--- src/hw/rtl/uri_component_splitter_core_defines.svh ---
// Assertion macros shared by the URI splitter RTL.
// Each macro expects clk and arst_n to be visible at the point of use.
`ifndef URI_COMPONENT_SPLITTER_CORE_DEFINES_SVH
`define URI_COMPONENT_SPLITTER_CORE_DEFINES_SVH

// Check a condition at every clock edge outside reset.
`define UCS_ASSERT_ALWAYS(lbl, expr, msg) \
	lbl: assert property (@(posedge clk) disable iff (!arst_n) (expr)) else $error(msg);

// Check that a trigger is followed in the next cycle by a consequence.
`define UCS_ASSERT_NEXT(lbl, ante, cons, msg) \
	lbl: assert property (@(posedge clk) disable iff (!arst_n) (ante) |=> (cons)) else $error(msg);

`endif

--- src/hw/rtl/ucs_pkg.sv ---
// Package for the URI component splitter: payload types, character codes
// and character classes. No dependencies.
`default_nettype none

package ucs_pkg;

	localparam int CHAR_W = 8;
	localparam int OFF_W  = 13;

	localparam logic [CHAR_W-1:0] CH_SLASH = 8'h2F;
	localparam logic [CHAR_W-1:0] CH_QUEST = 8'h3F;
	localparam logic [CHAR_W-1:0] CH_HASH  = 8'h23;
	localparam logic [CHAR_W-1:0] CH_COLON = 8'h3A;
	localparam logic [CHAR_W-1:0] CH_PLUS  = 8'h2B;
	localparam logic [CHAR_W-1:0] CH_MINUS = 8'h2D;
	localparam logic [CHAR_W-1:0] CH_DOT   = 8'h2E;

	typedef struct packed {
		logic [CHAR_W-1:0] char_in;
		logic              last_char;
		logic              empty_uri;
	} char_item_t;

	typedef struct packed {
		logic             scheme_found;
		logic             scheme_relative;
		logic [OFF_W-1:0] scheme_end;
		logic             authority_present;
		logic [OFF_W-1:0] path_start;
		logic [OFF_W-1:0] query_start;
		logic [OFF_W-1:0] fragment_start;
		logic [OFF_W-1:0] total_length;
		logic             too_long;
	} result_item_t;

	function automatic logic is_alpha(input logic [CHAR_W-1:0] c);
		return ((c >= 8'h61) && (c <= 8'h7A)) || ((c >= 8'h41) && (c <= 8'h5A));
	endfunction

	function automatic logic is_scheme_char(input logic [CHAR_W-1:0] c);
		return is_alpha(c) || ((c >= 8'h30) && (c <= 8'h39))
			|| (c == CH_PLUS) || (c == CH_MINUS) || (c == CH_DOT);
	endfunction

endpackage

`default_nettype wire

--- src/hw/rtl/ucs_char_if.sv ---
// Byte channel into the URI splitter: valid, ready and one character item.
// Depends on ucs_pkg.
`default_nettype none

interface ucs_char_if;
	logic                valid;
	logic                ready;
	ucs_pkg::char_item_t data;

	modport source (output valid, output data, input ready);
	modport sink (input valid, input data, output ready);
endinterface

`default_nettype wire

--- src/hw/rtl/ucs_result_if.sv ---
// Result channel out of the URI splitter: valid, ready and one result item.
// Depends on ucs_pkg.
`default_nettype none

interface ucs_result_if;
	logic                  valid;
	logic                  ready;
	ucs_pkg::result_item_t data;

	modport source (output valid, output data, input ready);
	modport sink (input valid, input data, output ready);
endinterface

`default_nettype wire

--- src/hw/rtl/uri_component_splitter_core.sv ---
// URI component splitter: input register, per-byte phase update, result register.
// Depends on ucs_pkg, ucs_char_if, ucs_result_if and the assertion macro header.
// Throughput: one byte per cycle through the phase state machine step, unless the input stalls.
// The last byte (or empty item) passes through the input register, then its result is loaded
// into the result register, from which it can be taken.
// The input stalls only when an end-of-URI transaction meets a result that still waits.
// Reset: arst_n clears the parse state, the input register valid and the result valid.
`default_nettype none
`include "uri_component_splitter_core_defines.svh"

module uri_component_splitter_core #(
	parameter int MAX_LEN = 4096
) (
	input  wire          clk,
	input  wire          arst_n,
	ucs_char_if.sink     chars,
	ucs_result_if.source result
);

	localparam int PW = $clog2(MAX_LEN + 1);
	localparam logic [PW-1:0] MAX_POS = PW'(MAX_LEN);

	localparam logic [3:0] PH_START  = 4'd0;
	localparam logic [3:0] PH_SLASH1 = 4'd1;
	localparam logic [3:0] PH_SCHEME = 4'd2;
	localparam logic [3:0] PH_AFTER0 = 4'd3;
	localparam logic [3:0] PH_AFTER1 = 4'd4;
	localparam logic [3:0] PH_AUTH   = 4'd5;
	localparam logic [3:0] PH_PATH   = 4'd6;
	localparam logic [3:0] PH_QUERY  = 4'd7;
	localparam logic [3:0] PH_FRAG   = 4'd8;

	// input stage
	logic                valid_s1;
	ucs_pkg::char_item_t item_s1;

	// parse state
	logic [3:0]    phase_q;
	logic [PW-1:0] bp_q, sch_q, path_q, qry_q, frag_q;
	logic          fl_scheme_q, fl_dslash_q, fl_long_q;

	// result register
	logic                  out_valid_q;
	ucs_pkg::result_item_t out_q;

	logic adv;

	// next parse state
	logic [3:0]    n_phase;
	logic [PW-1:0] n_bp, n_sch, n_path, n_qry, n_frag;
	logic          n_scheme, n_dslash, n_long;
	logic          to_path;
	logic [PW-1:0] pos;
	logic [ucs_pkg::CHAR_W-1:0] c;

	// end-of-URI values
	logic [PW-1:0] f_path, f_qry, f_frag;
	logic          f_auth;
	ucs_pkg::result_item_t fin;

	// Advance the input stage; an end-of-URI byte also needs room in the result register.
	assign adv         = valid_s1 && (!(item_s1.empty_uri || item_s1.last_char)
		|| !out_valid_q || result.ready);
	assign chars.ready = !valid_s1 || adv;
	assign result.valid = out_valid_q;
	assign result.data  = out_q;

	// Hold the accepted byte in the input register.
	always_ff @(posedge clk or negedge arst_n) begin
		if (!arst_n) begin
			valid_s1 <= 1'b0;
		end else if (chars.ready) begin
			valid_s1 <= chars.valid;
		end
	end

	always_ff @(posedge clk) begin
		if (chars.ready && chars.valid) begin
			item_s1 <= chars.data;
		end
	end

	// Step the phase machine for one byte.
	always_comb begin
		c        = item_s1.char_in;
		pos      = bp_q;
		n_phase  = phase_q;
		n_sch    = sch_q;
		n_path   = path_q;
		n_qry    = qry_q;
		n_frag   = frag_q;
		n_scheme = fl_scheme_q;
		n_dslash = fl_dslash_q;
		n_long   = fl_long_q || (bp_q == MAX_POS);
		n_bp     = (bp_q == MAX_POS) ? bp_q : bp_q + PW'(1);
		to_path  = 1'b0;

		unique case (phase_q)
			PH_START: begin
				if (c == ucs_pkg::CH_SLASH) n_phase = PH_SLASH1;
				else if (ucs_pkg::is_alpha(c)) n_phase = PH_SCHEME;
				else to_path = 1'b1;
			end
			PH_SLASH1: begin
				if (c == ucs_pkg::CH_SLASH) begin
					n_scheme = 1'b1;
					n_dslash = 1'b1;
					n_sch    = '0;
					n_phase  = PH_AUTH;
				end else begin
					to_path = 1'b1;
				end
			end
			PH_SCHEME: begin
				if (ucs_pkg::is_scheme_char(c)) begin
					n_phase = PH_SCHEME;
				end else if (c == ucs_pkg::CH_COLON) begin
					n_scheme = 1'b1;
					n_sch    = n_bp;
					n_path   = n_bp;
					n_phase  = PH_AFTER0;
				end else begin
					to_path = 1'b1;
				end
			end
			PH_AFTER0: begin
				if (c == ucs_pkg::CH_SLASH) n_phase = PH_AFTER1;
				else to_path = 1'b1;
			end
			PH_AFTER1: begin
				if (c == ucs_pkg::CH_SLASH) begin
					n_dslash = 1'b1;
					n_phase  = PH_AUTH;
				end else begin
					to_path = 1'b1;
				end
			end
			PH_AUTH: begin
				if ((c == ucs_pkg::CH_SLASH) || (c == ucs_pkg::CH_QUEST)
					|| (c == ucs_pkg::CH_HASH)) begin
					n_path  = pos;
					to_path = 1'b1;
				end
			end
			PH_PATH: begin
				to_path = 1'b1;
			end
			PH_QUERY: begin
				if (c == ucs_pkg::CH_HASH) begin
					n_frag  = pos;
					n_phase = PH_FRAG;
				end
			end
			default: begin
				n_phase = phase_q;
			end
		endcase

		// Route a path byte: a question mark opens the query, a hash the fragment.
		if (to_path) begin
			n_phase = PH_PATH;
			if (c == ucs_pkg::CH_QUEST) begin
				n_qry   = pos;
				n_phase = PH_QUERY;
			end else if (c == ucs_pkg::CH_HASH) begin
				n_qry   = pos;
				n_frag  = pos;
				n_phase = PH_FRAG;
			end
		end
	end

	// Close the open components at the end of the URI and build the result.
	always_comb begin
		f_path = (n_phase == PH_AUTH) ? n_bp : n_path;
		f_qry  = ((n_phase != PH_QUERY) && (n_phase != PH_FRAG)) ? n_bp : n_qry;
		f_frag = (n_phase != PH_FRAG) ? n_bp : n_frag;
		f_auth = n_scheme && n_dslash
			&& ({1'b0, f_path} > ({1'b0, n_sch} + (PW+1)'(2)));

		fin.scheme_found      = n_scheme;
		fin.scheme_relative   = n_scheme && (n_sch == '0);
		fin.scheme_end        = ucs_pkg::OFF_W'(n_sch);
		fin.authority_present = f_auth;
		fin.path_start        = ucs_pkg::OFF_W'(f_path);
		fin.query_start       = ucs_pkg::OFF_W'(f_qry);
		fin.fragment_start    = ucs_pkg::OFF_W'(f_frag);
		fin.total_length      = ucs_pkg::OFF_W'(n_bp);
		fin.too_long          = n_long;
	end

	// Update the parse state; drop it at the end of each URI.
	always_ff @(posedge clk or negedge arst_n) begin
		if (!arst_n) begin
			phase_q     <= PH_START;
			bp_q        <= '0;
			sch_q       <= '0;
			path_q      <= '0;
			qry_q       <= '0;
			frag_q      <= '0;
			fl_scheme_q <= 1'b0;
			fl_dslash_q <= 1'b0;
			fl_long_q   <= 1'b0;
		end else if (adv) begin
			if (item_s1.empty_uri || item_s1.last_char) begin
				phase_q     <= PH_START;
				bp_q        <= '0;
				sch_q       <= '0;
				path_q      <= '0;
				qry_q       <= '0;
				frag_q      <= '0;
				fl_scheme_q <= 1'b0;
				fl_dslash_q <= 1'b0;
				fl_long_q   <= 1'b0;
			end else begin
				phase_q     <= n_phase;
				bp_q        <= n_bp;
				sch_q       <= n_sch;
				path_q      <= n_path;
				qry_q       <= n_qry;
				frag_q      <= n_frag;
				fl_scheme_q <= n_scheme;
				fl_dslash_q <= n_dslash;
				fl_long_q   <= n_long;
			end
		end
	end

	// Load the result register; release it once the transaction completes.
	always_ff @(posedge clk or negedge arst_n) begin
		if (!arst_n) begin
			out_valid_q <= 1'b0;
		end else begin
			out_valid_q <= (adv && (item_s1.empty_uri || item_s1.last_char))
				|| (out_valid_q && !result.ready);
		end
	end

	always_ff @(posedge clk) begin
		if (adv && (item_s1.empty_uri || item_s1.last_char)) begin
			out_q <= item_s1.empty_uri ? '0 : fin;
		end
	end

	`UCS_ASSERT_ALWAYS(a_pos_bound, bp_q <= MAX_POS, "byte position past MAX_LEN")
	`UCS_ASSERT_ALWAYS(a_long_sat, !fl_long_q || (bp_q == MAX_POS), "too long without saturation")
	`UCS_ASSERT_NEXT(a_end_clears, adv && (item_s1.last_char || item_s1.empty_uri),
		(phase_q == PH_START) && (bp_q == '0) && out_valid_q, "end of URI did not restart")
	`UCS_ASSERT_NEXT(a_empty_zero, adv && item_s1.empty_uri,
		(out_q.total_length == '0) && !out_q.scheme_found, "empty URI result not zero")
	`UCS_ASSERT_ALWAYS(a_ready_free, out_valid_q || chars.ready, "input stalled with no result")

endmodule

`default_nettype wire
--- src/flat_wrapper.sv ---
// flat-port wrapper written by rule: the top's interface ports become plain ports
module uri_component_splitter_core_flat 
#(
	parameter int MAX_LEN = 4096
)
  (clk, arst_n, chars_valid, chars_data, chars_ready, result_valid, result_data, result_ready);
  ucs_char_if chars_i ();
  ucs_result_if result_i ();
  input  wire clk;
  input  wire arst_n;
  input wire logic [$bits(chars_i.valid)-1:0] chars_valid;
  input wire logic [$bits(chars_i.data)-1:0] chars_data;
  output wire logic [$bits(chars_i.ready)-1:0] chars_ready;
  output wire logic [$bits(result_i.valid)-1:0] result_valid;
  output wire logic [$bits(result_i.data)-1:0] result_data;
  input wire logic [$bits(result_i.ready)-1:0] result_ready;
  assign chars_i.valid = chars_valid;
  assign chars_i.data = chars_data;
  assign chars_ready = chars_i.ready;
  assign result_valid = result_i.valid;
  assign result_data = result_i.data;
  assign result_i.ready = result_ready;
  uri_component_splitter_core #(.MAX_LEN(MAX_LEN)) u_core (.clk(clk), .arst_n(arst_n), .chars(chars_i), .result(result_i));
endmodule
--- config.mk ---
export PLATFORM = sky130hd
export DESIGN_NAME = uri_component_splitter_core_flat
export DESIGN_NICKNAME = d
export VERILOG_FILES = /design/src/hw/rtl/ucs_pkg.sv /design/src/hw/rtl/ucs_char_if.sv /design/src/hw/rtl/ucs_result_if.sv /design/src/hw/rtl/uri_component_splitter_core.sv /design/src/flat_wrapper.sv
export VERILOG_INCLUDE_DIRS = /design/src /design/src/hw/rtl
export SDC_FILE = /design/constraint.sdc
export NUM_CORES = 1
export LEC_CHECK = 0
export ABC_AREA = 1
export ABC_CLOCK_PERIOD_IN_PS = 3400
export BUFFER_PORTS_ARGS = -buffer_cell sky130_fd_sc_hd__buf_2
export CAP_MARGIN = 20
export CORE_UTILIZATION = 56
export CTS_BUF_LIST = sky130_fd_sc_hd__clkbuf_4
export DETAILED_ROUTE_END_ITERATION = 7
export MAX_ROUTING_LAYER = met4
export PLACE_DENSITY = 0.78
export REMOVE_ABC_BUFFERS = 1
export SLEW_MARGIN = 20
export SYNTH_ARGS = -nofsm -noshare
export SYNTH_HDL_FRONTEND = slang
export SYNTH_SLANG_ARGS = --single-unit
export TNS_END_PERCENT = 1
--- constraint.sdc ---
create_clock -name clk -period 3.4 [get_ports clk]
set_input_delay 0.51 -clock clk [delete_from_list [all_inputs] [get_ports clk]]
set_output_delay 0.51 -clock clk [all_outputs]
set_load 0.05 [all_outputs]
==> metrics, run 1 <==
leak pwr=5.08 nW; max-cap check violation count=0; layout cell share with drive strength beyond 1=between 30% and 40%; Mapped Cells=about 1100; CP Launch Type=flop; logic gate share of total power=30.3%; Ys Warns=0; full die area=between 0.015 and 0.02 mm²; Initial Utilization=57.4%; ys async rst share=around half; Peak VDD IR=~0.00026 V; failing checks=DRC, setup timing; I/O pin count=85; chip width=127 µm; port bufs=84; core area=0.0152 mm²; Least-Margin Pin Slew=approximately 1.1 ns; Final ANT Viol Nets=0; hold crit path type=input pin to flop; Total Routing Usage GR=32.1%; Post-Syn Area=about 0.0087 mm²; fmax=between 200 and 300 MHz; Final nets=approximately 1300; #FFs+latches synth=about 150; Final setup viols=1; Pint=3.05 mW; Avg Inst Size Synth=8.22 µm²; final instance area=roughly 0.011 mm²; number of synthesized flops with an enable pin=79; crit-path most repeated cell=nand2_1; P_sw=between 1.5 and 2 mW; post-route minimum period=approximately 3.4 ns; CP Capture Type=flop; final worst-path setup slack=-0.0156 ns; final slew viol count=0; Worst slew margin=29.7%; unrepaired setup endpoints after global routing=yes; critical path class=flop to flop; skew final=~0.021 ns; Post-DP HPWL=roughly 17000 µm; H-tree levels=4; Via density=5.75; DR vias=approximately 8400; total gr overflow=0; Syn-to-layout area delta=25.3%; WL per Instance=17.2 µm; CP Cell Sequence=ha_4, nand2_1, inv_2, nand2_2, nor3_2, buf_4, nand2_1, nand2_1, nand2_1, inv_1, nand2_1, o21ai_0, o21ai_0, nor2_1, nand2_1, o21ai_1, inv_1, ha_1, nand3_1, nor2_1, nand4_1, nand4_1, nor2_1; First-pass DRT Iterations=8; post-synthesis sequential area ratio=between 40% and 50%; Worst EP required=3.78 ns; num rows=45; Final Cycle Share=100%; Core Util, Final=between 70 and 80%; pin count of the biggest net entering global routing=75; Num CTS Buffers=17; vias in the first global route=7785; PD cells=444 mW/mm²; wire length of the first global-routing pass=~38000 µm; Seq pwr share=between 40% and 50%; Critical Path Max Stage Delay=approximately 0.46 ns; CTS sink count=153; CTS tree=built; Longest Clk Path Bufs=2; post-synthesis cell type count=42; Die Height=approximately 130 µm; switching part of the total=between 30% and 40%; initial antenna violation count=1; CTS root buffer=clkbuf_4; critical-path maximum fanout=3; DRC Markers=1; Critical Path AT=3.79 ns; clock latency at the later pin of the worst-skew pair=roughly 0.6 ns; Synth Flop Type=edfxtp_1; total power=between 4 and 5 mW; Clock transition at path regs=roughly 0.15 ns; DRT iter0 DRCs=between 900 and 1000; outcome=finished, violations left; Hold Vio Cnt, Final=0; CP max stage cell=dfrtp_1; placed cell areas=around 0.010 mm²; routability cong.=0.937; Routed Wire Length=about 25000 µm; Clock power frac=approximately a quarter
-- power groups by stage --
stage,clock (mW),combinational (mW),sequential (mW)
global route,1.34,1.55,2.13
CTS,1.27,1.33,2.11
global placement,0,1.27,2.15
detailed placement,0,1.28,2.15
finish,1.27,1.47,2.12
floorplan,0,0.558,2.43
-- worst max-delay path, delay by kind of cell (launching register included) --
family          cells  cell delay [ns]
compound gates      3             0.46
fa+ha+maj           2             0.47
buf+inv             4             0.49
flops               1             0.46
simple gates       14             1.30
-- routing by layer --
metal / track usage [%] / wire [µm]
met3: 5.27 / 2160
met2: 51.3 / 12100
met5: - / 0
met1: 39.9 / 9710
met4: 15.4 / 1230
-- worst paths after layout --
check / startpoint / endpoint / slack, ns / depth (start not counted)
hold reg to reg: u_core.qry_q[7] / u_core.qry_q[7] / 0.55 / 2
setup reg to reg: u_core.bp_q[0] / u_core.result.data[53] / -0.02 / 23
setup / recovery: u_core.bp_q[0] / u_core.result.data[53] / -0.02 / 23
max in group asynchronous: arst_n / u_core.phase_q[3] / 2.54 / 2
min in group asynchronous: arst_n / u_core.fl_dslash_q / 0.12 / 2
hold / removal: chars_data[3] / u_core.c[1] / 0.08 / 1
-- sequential cells by signal, summed over array words and instances (netlist names) --
signal / cells
u_core.item_s1: 2
u_core.qry_q: 13
u_core.fl_long_q: 1
u_core.path_q: 13
u_core.fl_scheme_q: 1
u_core.phase_q: 4
u_core.valid_s1: 1
u_core.result.valid: 1
u_core.sch_q: 13
u_core.fl_dslash_q: 1
u_core.frag_q: 13
u_core.c: 8
u_core.bp_q: 13
u_core.result.data: 69
-- repair_timing --
action | in CTS | in global routing
endpoints found under the setup margin | 1 | 1
pin swaps | 9 | 42
resized for setup | 24 | 93
setup buffers | 9 | 14
gates cloned | 1 | 0
hold buffers | 0 | 0
-- cell families (layout without fill, tap and decap cells) --
family	count (synthesis)	count (layout)	share of synthesized area [%]
flops	153	153	48.4
other cells	0	1	0
compound gates	209	209	14.2
simple gates	453	454	23.7
buf+inv	217	425	9.97
fa+ha+maj	16	16	2.29
xor+xnor	14	14	1.40
-- synth_stat cells (2+ instances only) --
| cell | instances | area, µm² |
|---|---|---|
| nor2_8 | 4 | 80.1 |
| nand2_1 | 235 | 882 |
| a22oi_2 | 3 | 37.5 |
| o21ai_0 | 73 | 365 |
| dfrtp_1 | 74 | 1850 |
| nand3_4 | 2 | 35.0 |
| nor2_1 | 105 | 394 |
| nand3_2 | 3 | 30.0 |
| inv_2 | 13 | 48.8 |
| nand3_1 | 50 | 250 |
| o22ai_1 | 59 | 369 |
| buf_2 | 7 | 35.0 |
| xor2_1 | 14 | 123 |
| buf_8 | 2 | 30.0 |
| a21oi_1 | 34 | 170 |
| nand4_1 | 9 | 56.3 |
| o21ai_2 | 5 | 43.8 |
| nor2_2 | 7 | 43.8 |
| a31oi_1 | 2 | 12.5 |
| edfxtp_1 | 79 | 2370 |
| clkbuf_1 | 21 | 78.8 |
| o21ai_1 | 7 | 35.0 |
| nor2_4 | 5 | 56.3 |
| nand2_2 | 13 | 81.3 |
| nand2_4 | 5 | 56.3 |
| o211ai_1 | 10 | 75.1 |
| nor3_1 | 11 | 55.1 |
| buf_6 | 2 | 22.5 |
| a21oi_2 | 10 | 87.6 |
| buf_4 | 2 | 15.0 |
| ha_1 | 16 | 200 |
| o21bai_1 | 3 | 22.5 |
| inv_1 | 168 | 631 |
-- stage by stage --
stage	hold WS (ns)	instances	TNS, ns	setup slack, ns
after floorplan	0.214	1027	-217.91	-2.49
after global placement	0.520	1403	-0.127	-0.127
after detailed placement	0.523	1403	-0.175	-0.175
after CTS	0.0536	1445	0	0.000684
after global routing	0.0411	1460	-0.225	-0.225
final	0.0776	1460	-0.0156	-0.0156
-- placed cells by master, fill, tap and decap left out, types with 4 or more instances in the layout --
cell type / n
o22ai_1: 59
nand2_1: 219
nor2_4: 15
inv_1: 157
o21ai_2: 11
o211ai_1: 10
ha_1: 9
buf_2: 84
buf_6: 5
edfxtp_1: 79
nand3_1: 45
ha_4: 5
a21oi_1: 25
nand2_4: 6
a21oi_2: 19
inv_2: 23
nor2_8: 4
nor2_2: 16
buf_4: 121
nand3_2: 6
nand4_1: 9
xor2_2: 4
dfrtp_1: 72
o21ai_1: 8
nand3_4: 4
inv_6: 5
o21ai_0: 65
nor3_1: 9
xor2_1: 10
clkbuf_4: 17
nor2_1: 87
nand2_2: 26
-- final cells by class --
type | count | area, µm²
Multi-Input combinational cell | 693 | 4070
Tap cell | 188 | 235
Antenna cell | 1 | 2.50
Clock inverter | 15 | 190
Inverter | 182 | 688
Timing Repair Buffer | 211 | 1410
Sequential cell | 153 | 4230
Clock buffer | 17 | 128
Fill cell | 1144 | 4260
No activity file was read; power rests on OpenSTA's default activity.
==> run 2: changes to the inputs <==
CORE_UTILIZATION = 40   (was 56)
PLACE_DENSITY = 0.59   (was 0.78)
==> run 2 against run 1 <==
Via count down 4.8%. Maximum frequency is 2.0% higher. Critical endpoint unchanged. Power fell by 5.1%. Largest cell class unchanged. The run ends with hold timing left. Design area grew 0.60%. Highest routed layer unchanged. Global-route usage is 8.5 points lower. First-iteration DRC count decreased by 48%.
==> metrics, run 2 (synthesis results as in run 1) <==
Hold Vio Cnt, Final=2 (was 0); post-route minimum period=3.35 ns (was 3.42 ns); port bufs=84 (unchanged); Critical Path Max Stage Delay=0.43 ns (was 0.46 ns); Worst Path Buf+Inv=3 (was 4); critical-path maximum fanout=3 (unchanged); I/O pin count=85 (unchanged); pin count of the biggest net entering global routing=74 (was 75); most frequent cells in the layout=nand2_1 (224), inv_1 (164), buf_4 (134) (was nand2_1 (219), inv_1 (157), buf_4 (121)); Longest Clk Path Bufs=2 (unchanged); Via density=5.12 (was 5.75); CTS root buffer=clkbuf_4 (unchanged); First-pass DRT Iterations=5 (was 8); vias in the first global route=7304 (was 7785); logic gate share of total power=30.8% (was 30.3%); commonest non-fill, non-tap cell in the layout=nand2_1 (unchanged); DRT iter0 DRCs=504 (was 962); core area=0.0212 mm² (was 0.0152 mm²); layout cell share with drive strength beyond 1=29.9% (was 31.7%); Peak VDD IR=0.000177 V (was 0.000258 V); Final nets=1303 (was 1288); chip width=150 µm (was 127 µm); crit-path most repeated cell=nand2_1 (unchanged); total gr overflow=0 (unchanged); Post-DP HPWL=17700 µm (was 17000 µm); clock latency at the later pin of the worst-skew pair=0.58 ns (was 0.60 ns); reg2reg path depth=23 (unchanged); Largest register FFs=69 (unchanged); switching part of the total=37.8% (was 37.3%); hold_ws=-0.0151 ns (was 0.0776 ns); leak pwr=5.15 nW (was 5.08 nW); outcome=finished, violations left (unchanged); Fill cells=2066 (was 1144); unrepaired setup endpoints after global routing=yes (unchanged); CTS tree=built (unchanged); CP max stage cell=dfrtp_1 (unchanged); fmax=299 MHz (was 293 MHz); routability cong.=0.881 (was 0.937); Num CTS Buffers=17 (unchanged); Clock power frac=23.4% (was 26.2%); Worst slew margin=29.2% (was 29.7%); full die area=0.0224 mm² (was 0.0161 mm²); WL per Instance=16.0 µm (was 17.2 µm); RR Startpoint=u_core.bp_q[0] (unchanged); Core Util, Final=51.9% (was 72.0%); Final Cycle Share=98.4% (was 100%); Least-Margin Pin Slew=1.06 ns (was 1.05 ns); Critical Path AT=3.69 ns (was 3.79 ns); DRC Markers=0 (was 1); Die Height=150 µm (was 127 µm); Clock transition at path regs=0.13 ns (was 0.15 ns); final instance area=0.0110 mm² (was 0.0109 mm²); CP top delay family=simple AND/OR/NAND/NOR gates (unchanged); P_sw=1.74 mW (was 1.81 mW); Final setup viols=0 (was 1); wire length of the first global-routing pass=39100 µm (was 38400 µm); initial antenna violation count=1 (unchanged); failing checks=hold timing (was DRC, setup timing); Routed Wire Length=25000 µm (was 25200 µm); skew final=0.0174 ns (was 0.0212 ns); CP Depth=23 (unchanged); placed cell areas=0.0102 mm² (was 0.0100 mm²); Final ANT Viol Nets=0 (unchanged); Initial Utilization=41.1% (was 57.4%); r2r setup slk=0.05 ns (was -0.02 ns); CP Cell Sequence=buf_4, inv_1, ha_1, nand3_1, nor2_2, nand2_1, nand2_1, nand2_1, o211ai_1, o21ai_1, ha_1, inv_1, nor3_4, nand3b_1, xor2_1, ha_1, a21oi_1, o21ai_1, o21ai_1, nand2_1, a21o_1, nand4_1, nor2_1 (was ha_4, nand2_1, inv_2, nand2_2, nor3_2, buf_4, nand2_1, nand2_1, nand2_1, inv_1, nand2_1, o21ai_0, o21ai_0, nor2_1, nand2_1, o21ai_1, inv_1, ha_1, nand3_1, nor2_1, nand4_1, nand4_1, nor2_1); max-cap check violation count=0 (unchanged); Total Routing Usage GR=23.6% (was 32.1%); PD cells=419 mW/mm² (was 444 mW/mm²); DR vias=7994 (was 8399); CP Launch Type=flop (unchanged); hold crit path type=input pin to async pin (was input pin to flop); Syn-to-layout area delta=26.1% (was 25.3%); Seq pwr share=45.8% (was 43.5%); Pint=2.87 mW (was 3.05 mW); Critical Path Source=u_core.bp_q[0] (unchanged); final slew viol count=0 (unchanged); H-tree levels=4 (unchanged); CP Capture Type=flop (unchanged); Worst EP required=3.74 ns (was 3.78 ns); num rows=53 (was 45); critical path class=flop to flop (unchanged); CTS sink count=153 (unchanged)
[run 2: stage by stage]
stage / worst slack [ns] / TNS, ns / hold WS [ns] / std cells / power (mW)
3_5_place_dp: -0.136 / -0.136 / 0.527 / 1504 / 3.45
6_report: 0.0529 / 0 / -0.0151 / 1562 / 4.61
5_1_grt: -0.157 / -0.157 / 0.0391 / 1562 / 4.81
3_3_place_gp: -0.0341 / -0.0341 / 0.514 / 1504 / 3.44
4_1_cts: 0.0182 / 0 / 0.0319 / 1540 / 4.55
2_1_floorplan: -2.49 / -217.91 / 0.214 / 1027 / 2.98
[run 2: worst reg2reg max path: cells and delay by family, from the launching register on]
family                     cells  cell delay (ns)
and+or+nand+nor               10             0.86
DFF                            1             0.43
adders and majority gates      3             0.63
xor gates and xnor gates       1             0.19
buffers and inverters          3             0.31
AOI/OAI and AO/OA              6             0.70
[run 2: final timing paths]
kind,end
hold reg to reg,u_core.qry_q[2]
hold / removal,u_core.valid_s1
setup / recovery,u_core.result.data[53]
setup reg to reg,u_core.result.data[53]
min in group clk,u_core.item_s1[0]
max in group asynchronous,u_core.qry_q[5]
[run 2: repair_timing]
action | CTS | global route
setup buffers | 3 | 21
cloned | 1 | 0
setup endpoints to repair | 1 | 1
gates resized for setup | 15 | 71
hold buffers | 0 | 0
pin swaps | 6 | 26
[run 2: metal layers]
layer | wire length, µm | vias to the layer above | track usage [%]
li1 | - | 3918 | -
met3 | 1060 | 37 | 3.45
met1 | 11200 | 3814 | 30.9
met2 | 12100 | 225 | 37.4
met4 | 550 | 0 | 7.98
met5 | 0 | - | -
[run 2: power groups by stage]
stage / Clock, mW / Sequential [mW] / Combinational, mW
floorplan: 0 / 2.43 / 0.558
finish: 1.08 / 2.11 / 1.42
detailed placement: 0 / 2.15 / 1.30
global route: 1.17 / 2.12 / 1.52
CTS: 1.10 / 2.11 / 1.33
global placement: 0 / 2.15 / 1.29
[run 2: cell type report]
| class | instances | area, µm² | area share, % |
|---|---|---|---|
| Clock buffer | 17 | 128 | 1.16 |
| Inverter | 182 | 688 | 6.25 |
| Timing Repair Buffer | 226 | 1530 | 13.9 |
| Antenna cell | 1 | 2.50 | 0.0227 |
| Clock inverter | 15 | 124 | 1.13 |
| Sequential cell | 153 | 4230 | 38.4 |
| Tap cell | 275 | 344 | 3.13 |
| Multi-Input combinational cell | 693 | 3960 | 36.0 |
